**src/rtl/damped_wave_stencil_step_macros.svh**
```systemverilog
// Assertion helpers shared by the stencil step block.
`ifndef DAMPED_WAVE_STENCIL_STEP_MACROS_SVH
`define DAMPED_WAVE_STENCIL_STEP_MACROS_SVH

// Same-cycle implication.
`define DWSS_ASSERT_SAME(label, clk, rst, ante, cons, msg) \
   label: assert property (@(posedge clk) disable iff (rst) (ante) |-> (cons)) \
      else $error(msg);

// Next-cycle implication.
`define DWSS_ASSERT_NEXT(label, clk, rst, ante, cons, msg) \
   label: assert property (@(posedge clk) disable iff (rst) (ante) |=> (cons)) \
      else $error(msg);

`endif

```
**src/rtl/dwss_pkg.sv**
```systemverilog
package dwss_pkg;

   localparam int VAL_W     = 20;
   localparam int LAP_W     = 23;
   localparam int TWICE_W   = 22;
   localparam int ACC_W     = 40;
   localparam int IDX_W     = 7;
   localparam int CFG_W     = 16;
   localparam int CSR_IDX_W = 2;

   typedef logic signed [VAL_W-1:0] value_type;

   typedef enum logic [CSR_IDX_W-1:0] {
      CSR_WAVE_COEFF = 2'd0,
      CSR_DAMPING    = 2'd1
   } csr_index_type;

   localparam logic [CFG_W-1:0] WAVE_COEFF_RESET = 16'd15729;
   localparam logic [CFG_W-1:0] DAMPING_RESET    = 16'd65012;

   localparam value_type Q_MAX = 20'h7FFFF;
   localparam value_type Q_MIN = 20'h80000;

   // Up to two results per cell: 'a' for the cell one line behind,
   // 'b' for a cell of the last line itself (always a border result).
   typedef struct packed {
      logic             has_a;
      logic             a_border;
      logic [IDX_W-1:0] a_outer;
      value_type        a_prev;
      logic             has_b;
      logic [IDX_W-1:0] b_outer;
      value_type        b_prev;
      logic             b_last;
      logic [IDX_W-1:0] inner;
   } rsp_meta_type;

endpackage

```
**src/rtl/dwss_cell.sv**
```systemverilog
module dwss_cell (
   input  logic               clock,
   input  logic               shift_en,
   input  dwss_pkg::value_type shift_in,
   output dwss_pkg::value_type shift_out
);
   import dwss_pkg::*;

   value_type value_ff;
   value_type value_in;

   always_comb begin
      value_in = shift_en ? shift_in : value_ff;
   end

   always_ff @(posedge clock) begin
      value_ff <= value_in;
   end

   assign shift_out = value_ff;

endmodule

```
**config.mk**
```make
export PLATFORM = sky130hd
export DESIGN_NAME = dwss_cell
export DESIGN_NICKNAME = d
export VERILOG_FILES = /design/src/rtl/damped_wave_stencil_step_macros.svh /design/src/rtl/dwss_pkg.sv /design/src/rtl/dwss_cell.sv
export SDC_FILE = /design/constraint.sdc
export NUM_CORES = 1
export LEC_CHECK = 0
export BUFFER_PORTS_ARGS = -buffer_cell sky130_fd_sc_hd__clkbuf_2
export CAP_MARGIN = 10
export CORE_MARGIN = 10
export CORE_UTILIZATION = 34
export CTS_BUF_LIST = sky130_fd_sc_hd__clkbuf_16
export DETAILED_ROUTE_END_ITERATION = 8
export GPL_ROUTABILITY_DRIVEN = 0
export PLACE_DENSITY = 0.68
export SLEW_MARGIN = 20
export SYNTH_ARGS = -nofsm -noshare
export SYNTH_HDL_FRONTEND = slang
export SYNTH_SLANG_ARGS = --single-unit
```
**constraint.sdc**
```tcl
create_clock -name clock -period 0.8 [get_ports clock]
set_input_delay 0.16 -clock clock [delete_from_list [all_inputs] [get_ports clock]]
set_output_delay 0.16 -clock clock [all_outputs]
set_load 0.01 [all_outputs]
```
==> impl_metrics.toml <==
[status]
status = "finished with violations"
failed_checks = "setup timing"

[power_and_ir_drop]
p_seq_frac = 0.521
internal_power_w = 0.00200
ir_worst_vdd_mv = 1.20
leakagePower_nw = 0.412
p_per_area_nw_per_um2 = 2610
clkPwrFrac = 0.396
swShare = 0.177
p_comb_frac = 0.083
power_switching_w = 0.000431

[timing]
slew-limit-headroom = 0.929
tightest_slew_ns = 0.107
finalHoldViolations = 0
setup_viol = 20
min_period_ns = 0.914
setup-tns-final_ns = -1.92
fmax_mhz = 1090
fin_crit_sh = 1.14
rsz0062_at_grt = "true"
slew_viol_final = 0
finalWorstSetupSlack_ns = -0.114

[clocking]
cts.sinks = 20
htreeDepth = 1
cts_hold_buf = 0
cts_tree = "yes"
cts_setup_buffers = 0
numCtsBuffers = 3
clk_pin_slew_worst_paths_ns = 0.05
cts-root-buf = "clkbuf_16"
ctsLongestPathBuffers = 2

[place]
place_area_um2 = 857
io_buffers = 41

[hold_path]
hold_end = "shift_out[12]"
worstHoldPathCells = 1
hold_start = "shift_in[12]"
hp-class = "in2reg"

[synthesis]
syn-num-nets = 42
synth_top_area_frac = 1.00
ys_top_cells_by_area = "edfxtp_1 100%"
yosys_register_bits = 20
synthMuxAreaShare = 0
synthAdderAreaFrac = 0
avgSynthCellArea_um2 = 30.0
yosys.area_share.simple = 0
synth_compound_area_frac = 0
synth_warnings = 0
synth_largest_area_cell = "edfxtp_1"
synthCells = 20
synth_area_um2 = 601
ys_seq_area_frac = 1.00
synth_xor_area_frac = 0
synthDistinctLibCells = 1

[worst_setup_path]
crit_required_ns = 0.64
cp_num_buf_inv = 1
critPathTopFamily = "flip-flops"
slowest_stage = "edfxtp_1"
arrival_ns = 0.75
cpPeakStageDelay_ns = 0.37
cp_cell_sequence = "clkbuf_2"
crit_fanout = 1
cp-start-kind = "register"
end_kind = "output port"
path_class = "reg2out"

[die]
io-pin-count = 42
core_um2 = 1710
dieHeight_um = 62.0
fp.dieW_um = 62.0
row_count = 15
dieArea_um2 = 3850
start_util = 0.352

[global_routing]
grt_max_degree = 21
overflow = 0
track_usage = 0.0720
grt_pass1_wl_um = 1950
grt_pass1_vias = 419
antenna_found_initial = 0

[detailed_routing]
drt_iter0_markers = 2
routed_wl_um = 1310
vias_per_cell = 4.08
drtAntennaViolNets = 0
drc = 0
drt_first_pass_iters = 2
vias = 367
wire_per_inst_um = 14.6

[cells_and_area]
nets = 89
largest_reg_flops = 20
stdcell_area_um2 = 932
diodes = 0
multiInputGateArea_um2 = 0
drive_above_1_share = 0.692
area_growth_pct = 55.2
fillCellCount = 139
multi_input_gates = 0

[run]
max_cap_violations = 0
[how the worst max path moves through the flow]
| stage | startpoint | end | slack, ns | cells after the start |
|---|---|---|---|---|
| after floorplan | shift_out[0] | shift_out[0] | 0.25 | 0 |
| after CTS | shift_out[5] | shift_out[5] | -0.12 | 1 |
| final | shift_out[5] | shift_out[5] | -0.11 | 1 |
| after detailed placement | shift_en | shift_out[19] | 0.07 | 2 |
| after global routing | shift_out[5] | shift_out[5] | -0.16 | 1 |
| after global placement | shift_en | shift_out[19] | 0.08 | 2 |
[cell type report]
cell class            count  area [um2]  area share
Tap cell                 25        31.3      0.0336
Clock buffer              3        75.1      0.0805
Sequential cell          20         601       0.644
Timing Repair Buffer     42         225       0.242
[power groups by stage]
| stage | combinational, W | sequential [W] | clock [W] |
|---|---|---|---|
| 4_1_cts | 0.000207 | 0.00127 | 0.000992 |
| 5_1_grt | 0.000225 | 0.00128 | 0.00104 |
| 3_3_place_gp | 0.000206 | 0.00129 | 0 |
| 2_1_floorplan | 0 | 0.00134 | 0 |
| 3_5_place_dp | 0.000208 | 0.00129 | 0 |
| 6_report | 0.000202 | 0.00127 | 0.000962 |
[kinds of logic after synthesis]
logic type,Yosys count
DFF,20
[Yosys cell counts]
cell and count:
edfxtp_1 20
[placed cells by master, fill, tap and decap left out]
| cell | count |
|---|---|
| edfxtp_1 | 20 |
| buf_12 | 1 |
| clkbuf_2 | 41 |
| clkbuf_16 | 3 |
[timing repair]
| item | in CTS | in global routing |
|---|---|---|
| pin swaps | 0 | 0 |
| cloned | 0 | 0 |
| endpoints found under the setup margin | 20 | 20 |
| resized for setup | 0 | 0 |
[per-stage QoR]
stage | setup slack (ns) | power (W) | hold WS [ns] | utilization | cells
after floorplan | 0.246 | 0.00134 | 0.259 | - | 20
after global placement | 0.0776 | 0.00149 | 0.337 | 0.502 | 87
after detailed placement | 0.0718 | 0.00150 | 0.339 | 0.502 | 87
after CTS | -0.124 | 0.00247 | 0.0858 | 0.546 | 90
after global routing | -0.162 | 0.00254 | 0.0818 | 0.546 | 90
final | -0.114 | 0.00243 | 0.0894 | 0.546 | 90
[routing by layer]
layer	track usage	vias up	wire length, um
li1	-	172	-
met1	0.0657	159	444
met3	0.0752	2	340
met4	0.0478	0	8
met2	0.0950	34	519
met5	0	-	0
Power figures use the tool's default switching activity.
