**src/rtl/damped_wave_stencil_step_macros.svh**
```systemverilog
// Assertion helpers shared by the stencil step block.
`ifndef DAMPED_WAVE_STENCIL_STEP_MACROS_SVH
`define DAMPED_WAVE_STENCIL_STEP_MACROS_SVH

// Same-cycle implication.
`define DWSS_ASSERT_SAME(label, clk, rst, ante, cons, msg) \
   label: assert property (@(posedge clk) disable iff (rst) (ante) |-> (cons)) \
      else $error(msg);

// Next-cycle implication.
`define DWSS_ASSERT_NEXT(label, clk, rst, ante, cons, msg) \
   label: assert property (@(posedge clk) disable iff (rst) (ante) |=> (cons)) \
      else $error(msg);

`endif

```
**src/rtl/dwss_pkg.sv**
```systemverilog
package dwss_pkg;

   localparam int VAL_W     = 20;
   localparam int LAP_W     = 23;
   localparam int TWICE_W   = 22;
   localparam int ACC_W     = 40;
   localparam int IDX_W     = 7;
   localparam int CFG_W     = 16;
   localparam int CSR_IDX_W = 2;

   typedef logic signed [VAL_W-1:0] value_type;

   typedef enum logic [CSR_IDX_W-1:0] {
      CSR_WAVE_COEFF = 2'd0,
      CSR_DAMPING    = 2'd1
   } csr_index_type;

   localparam logic [CFG_W-1:0] WAVE_COEFF_RESET = 16'd15729;
   localparam logic [CFG_W-1:0] DAMPING_RESET    = 16'd65012;

   localparam value_type Q_MAX = 20'h7FFFF;
   localparam value_type Q_MIN = 20'h80000;

   // Up to two results per cell: 'a' for the cell one line behind,
   // 'b' for a cell of the last line itself (always a border result).
   typedef struct packed {
      logic             has_a;
      logic             a_border;
      logic [IDX_W-1:0] a_outer;
      value_type        a_prev;
      logic             has_b;
      logic [IDX_W-1:0] b_outer;
      value_type        b_prev;
      logic             b_last;
      logic [IDX_W-1:0] inner;
   } rsp_meta_type;

endpackage

```
**src/rtl/dwss_arith.sv**
```systemverilog
module dwss_arith (
   input  logic                                 clock,
   input  logic                                 reset,
   input  logic                                 advance,
   input  logic                                 in_valid,
   input  logic signed [dwss_pkg::LAP_W-1:0]    in_lap,
   input  logic signed [dwss_pkg::TWICE_W-1:0]  in_twice,
   input  dwss_pkg::rsp_meta_type               in_meta,
   input  logic [dwss_pkg::CFG_W-1:0]           wave_coeff,
   input  logic [dwss_pkg::CFG_W-1:0]           damping,
   output logic                                 out_valid,
   output dwss_pkg::value_type                  out_next,
   output dwss_pkg::rsp_meta_type               out_meta
);
   import dwss_pkg::*;

   localparam int SPLIT = 20;
   localparam int HI_W  = ACC_W - SPLIT;
   localparam int PH_W  = HI_W + CFG_W + 1;
   localparam int PL_W  = SPLIT + CFG_W;
   localparam int TOT_W = 57;
   localparam int Q_W   = TOT_W - 32;
   localparam logic signed [TOT_W-1:0] RND      = 57'sd2147483648;
   localparam logic signed [Q_W-1:0]   Q_MAX_X  = 25'sd524287;
   localparam logic signed [Q_W-1:0]   Q_MIN_X  = -25'sd524288;

   logic                       valid1_ff, valid1_in;
   logic                       valid2_ff, valid2_in;
   logic                       valid3_ff, valid3_in;
   logic signed [LAP_W-1:0]    lap1_ff, lap1_in;
   logic signed [TWICE_W-1:0]  twice1_ff, twice1_in;
   rsp_meta_type               meta1_ff, meta1_in;
   logic signed [ACC_W-1:0]    acc2_ff, acc2_in;
   rsp_meta_type               meta2_ff, meta2_in;
   logic signed [PH_W-1:0]     prodh3_ff, prodh3_in;
   logic [PL_W-1:0]            prodl3_ff, prodl3_in;
   rsp_meta_type               meta3_ff, meta3_in;

   logic signed [CFG_W:0]      coeff_s;
   logic signed [CFG_W:0]      damp_s;
   logic signed [ACC_W-1:0]    wlap;
   logic signed [ACC_W-1:0]    acc_calc;
   logic signed [HI_W-1:0]     acc_hi;
   logic [SPLIT-1:0]           acc_lo;
   logic signed [PH_W-1:0]     prodh_calc;
   logic [PL_W-1:0]            prodl_calc;
   logic signed [TOT_W-1:0]    total;
   logic signed [Q_W-1:0]      rounded;

   // stage 2: acc = (2c - p) * 2^16 + coeff * lap
   always_comb begin
      coeff_s  = $signed({1'b0, wave_coeff});
      wlap     = coeff_s * lap1_ff;
      acc_calc = (ACC_W'(twice1_ff) <<< 16) + wlap;
   end

   // stage 3: acc * damping as two partial products
   always_comb begin
      damp_s     = $signed({1'b0, damping});
      acc_hi     = acc2_ff[ACC_W-1:SPLIT];
      acc_lo     = acc2_ff[SPLIT-1:0];
      prodh_calc = acc_hi * damp_s;
      prodl_calc = acc_lo * damping;
   end

   // final: recombine, round to nearest, saturate
   always_comb begin
      total   = (TOT_W'(prodh3_ff) <<< SPLIT) + $signed(TOT_W'(prodl3_ff)) + RND;
      rounded = $signed(total[TOT_W-1:32]);
      if (rounded > Q_MAX_X) begin
         out_next = Q_MAX;
      end else if (rounded < Q_MIN_X) begin
         out_next = Q_MIN;
      end else begin
         out_next = rounded[VAL_W-1:0];
      end
   end

   always_comb begin
      valid1_in = valid1_ff;
      valid2_in = valid2_ff;
      valid3_in = valid3_ff;
      lap1_in   = lap1_ff;
      twice1_in = twice1_ff;
      meta1_in  = meta1_ff;
      acc2_in   = acc2_ff;
      meta2_in  = meta2_ff;
      prodh3_in = prodh3_ff;
      prodl3_in = prodl3_ff;
      meta3_in  = meta3_ff;
      if (advance) begin
         valid1_in = in_valid;
         valid2_in = valid1_ff;
         valid3_in = valid2_ff;
         lap1_in   = in_lap;
         twice1_in = in_twice;
         meta1_in  = in_meta;
         acc2_in   = acc_calc;
         meta2_in  = meta1_ff;
         prodh3_in = prodh_calc;
         prodl3_in = prodl_calc;
         meta3_in  = meta2_ff;
      end
   end

   always_ff @(posedge clock) begin
      if (reset) begin
         valid1_ff <= 1'b0;
         valid2_ff <= 1'b0;
         valid3_ff <= 1'b0;
      end else begin
         valid1_ff <= valid1_in;
         valid2_ff <= valid2_in;
         valid3_ff <= valid3_in;
      end
   end

   always_ff @(posedge clock) begin
      lap1_ff   <= lap1_in;
      twice1_ff <= twice1_in;
      meta1_ff  <= meta1_in;
      acc2_ff   <= acc2_in;
      meta2_ff  <= meta2_in;
      prodh3_ff <= prodh3_in;
      prodl3_ff <= prodl3_in;
      meta3_ff  <= meta3_in;
   end

   assign out_valid = valid3_ff;
   assign out_meta  = meta3_ff;

endmodule

```
**config.mk**
```make
export PLATFORM = sky130hd
export DESIGN_NAME = dwss_arith
export DESIGN_NICKNAME = d
export VERILOG_FILES = /design/src/rtl/damped_wave_stencil_step_macros.svh /design/src/rtl/dwss_pkg.sv /design/src/rtl/dwss_arith.sv
export SDC_FILE = /design/constraint.sdc
export NUM_CORES = 2
export LEC_CHECK = 0
export ABC_CLOCK_PERIOD_IN_PS = 13100
export BUFFER_PORTS_ARGS = -buffer_cell sky130_fd_sc_hd__buf_2
export CAP_MARGIN = 25
export CORE_UTILIZATION = 55
export CTS_CLUSTER_DIAMETER = 30
export DETAILED_ROUTE_END_ITERATION = 6
export PLACE_DENSITY = 0.69
export SYNTH_ARGS = -nofsm -noshare
export SYNTH_HDL_FRONTEND = slang
export SYNTH_SLANG_ARGS = --single-unit
export TNS_END_PERCENT = 100
```
**constraint.sdc**
```tcl
create_clock -name clock -period 13.1 [get_ports clock]
set_clock_uncertainty 0.1 [all_clocks]
set_input_delay 2.62 -clock clock [delete_from_list [all_inputs] [get_ports clock]]
set_output_delay 2.62 -clock clock [all_outputs]
set_load 0.01 [all_outputs]
```
==> results.toml <==
[timing]
layout_min_cycle_time_ns = 9.268
slew_headroom_pct = 34.75
tns_ns = 0
worst_slack_ns = 3.832
clock.fmax_mhz = 107.9
rsz0062_at_grt = "no"
drv_slew = 0
hold_viol_final = 0
setup_viol = 0
tightest_slew_ns = 0.9788
post-route-period-util_pct = 70.75
hold-worst-slack_ns = 0.2973

[finish]
instances_no_fill = 5949
area_delta_synth_final_pct = 9.201
drive_gt1_share_pct = 7.768
num-nets-final = 6203

[synthesis]
synth_area_sq_um = 47550
yosysTopAreaCell = "fa_1"
yosysSeqAreaShare_pct = 21.16
synthAdderAreaFrac_pct = 49.63
syn_area_per_cell_sq_um = 10.33
syn-num-nets = 6056
yosysUniqueCellTypes = 66
synthCells = 4603
synth_top_family_by_area = "adder cells"
synth_xor_area_share_pct = 2.081
synth_common_cells = "1205 x inv_1, 965 x fa_1, 569 x nand2_1"
synth_seq_cells = 336
ys.flop_type = "edfxtp_1"
netlist_top_cells_area = "fa_1 41%, edfxtp_1 21%, inv_1 9.5%"
ys.warnings.count = 0
yosysMostFrequentCell = "inv_1"
muxShareOfSynthArea_pct = 0.1158
synth_edf_count = 333
synth-compound-area-share_pct = 3.339
synth_top_area_share_pct = 40.63
synthArstFlopShare_pct = 0
yosys.area_share.simple_pct = 12.79

[clock_network]
htreeDepth = 3
cts_resized = 0
cts_tree = "yes"
worstSkewPairLatency_ns = 0.61
postCtsHoldBufs = 0
clock-sinks = 336
clk_path_buf_depth = 3
postCtsSetupBuffers = 0
path_clk_slew_ns = 0.05
cts_root_buf = "clkbuf_16"
cts_buffers = 68

[placed_design]
io_buffers = 231
placedCellCount = 5824
pre_cts_ws_ns = 3.429
gp_congestion = 0.9069
post-dp-hpwl_um = 78140

[detailed_routing]
dr.first_iter.drc_count = 1600
drtAntennaViolNets = 0
post_drt_wl_per_cell_um = 17.01
wirelength_um = 101200
vias_per_cell = 5.138
drc_errors = 0
num_vias = 30560
first_pass_iters = 5

[worst_setup_path]
crit_path_end_kind = "flip-flop"
worstSetupStartpointType = "input port"
cp.arrival_ns = 9.49
path_max_fanout = 41
required_ns = 13.32
critPathKind = "input port to flip-flop"

[floorplan]
core_sq_um = 85410
fp.dieArea_sq_um = 87640
initial_core_util_pct = 55.67
die_h_um = 296.0
io_pins = 232
rows = 107
die_x_um = 296.0

[status]
status = "finished clean"

[grt]
antenna_found_initial = 4
grtUsageTotal_pct = 24.83
grt_max_degree = 123
grt-ovfl-total = 0
grt_pass1_vias = 33390
grt_pass1_wl_um = 170400

[min_path]
worstHoldPathType = "flip-flop to flip-flop"

[job]
maxCapViolations = 0
-- worst max-delay path, stage by stage --
cell and delay, ns:
buf_2 0.72, nand2_1 0.21, fa_1 0.62, fa_1 0.44
fa_1 0.48, fa_1 0.50, inv_1 0.06, fa_1 0.54
inv_1 0.06, fa_1 0.52, inv_1 0.04, ha_1 0.35
nand4_1 0.10, a211oi_1 0.58, o21ai_0 0.28, a211oi_1 0.68
a211o_1 0.25, a21oi_1 0.11, mux2i_1 0.16, o2111ai_1 0.13
-- layout make-up --
| type | instances | area (sq um) |
|---|---|---|
| flip-flops and latches | 336 | 10060 |
| repair buffers | 244 | 1264 |
| diodes | 3 | 7.507 |
| well taps | 1144 | 1431 |
| clock inverters | 43 | 586.8 |
| fillers | 7261 | 33490 |
| multi-input cells | 2895 | 32310 |
| inverters | 1205 | 4523 |
| clock buffers | 79 | 1743 |
-- cell families after synthesis --
group,count (synthesis)
AO/OA/AOI/OAI,242
XOR/XNOR,113
adder cells (fa/ha/maj),1307
buffers and inverters,1372
flip-flops,336
multiplexers,5
AND/OR/NAND/NOR,1228
-- layer usage --
layer / vias up / part of all wire (%) / track usage (%)
met5: - / 0.013 / 0
met4: 2 / 2.1 / 7.053
met3: 144 / 7.3 / 4.714
met2: 919 / 48 / 41.23
met1: 15570 / 43 / 33.42
li1: 13930 / - / -
-- metrics by stage --
step	instance area (sq um)	utilization [%]
6_report	51930	60.79
5_1_grt	51920	60.79
4_1_cts	51920	60.79
3_5_place_dp	49590	58.06
3_3_place_gp	49590	58.06
2_1_floorplan	47550	-
-- cells in the final DEF, fill, tap and decap left out, types with 12 or more instances in the layout --
cell | netlist | routed
nor3_1 | 14 | 14
nor2_1 | 64 | 64
nand3_1 | 24 | 24
clkbuf_16 | 0 | 68
buf_4 | 0 | 13
nor2b_1 | 15 | 15
fa_1 | 965 | 965
xor2_1 | 29 | 29
buf_2 | 0 | 230
inv_1 | 1205 | 1205
a21oi_2 | 12 | 12
ha_1 | 342 | 342
a21oi_1 | 85 | 85
edfxtp_1 | 333 | 333
a21o_1 | 27 | 27
xnor2_1 | 84 | 84
and2_1 | 493 | 493
nand2_1 | 569 | 569
nand4_1 | 14 | 14
o21ai_0 | 39 | 39
-- state kept, by name, indices dropped and copies added, names as in the netlist --
name       count
out_valid      1
prodh3_ff     37
valid1_ff      1
lap1_ff       23
prodl3_ff     16
out_meta      65
meta2_ff      65
valid2_ff      1
acc2_ff       40
meta1_ff      65
twice1_ff     22
-- final timing paths --
| kind | startpoint | end | slack, ns | cells after the start |
|---|---|---|---|---|
| worst max register to register | acc2_ff[25]$_DFFE_PP_ | prodh3_ff[34]$_DFFE_PP_ | 5.75 | 20 |
| worst max-delay path | damping[4] | prodh3_ff[34]$_DFFE_PP_ | 3.83 | 20 |
| worst min register to register | meta2_ff[23]$_DFFE_PP_ | out_meta[23]$_DFFE_PP_ | 0.30 | 0 |
| worst min-delay path | meta2_ff[23]$_DFFE_PP_ | out_meta[23]$_DFFE_PP_ | 0.30 | 0 |
Power is left out: the tool's default activity adds up to more than one toggle a clock period on the data nets, which glitch-free logic cannot reach.
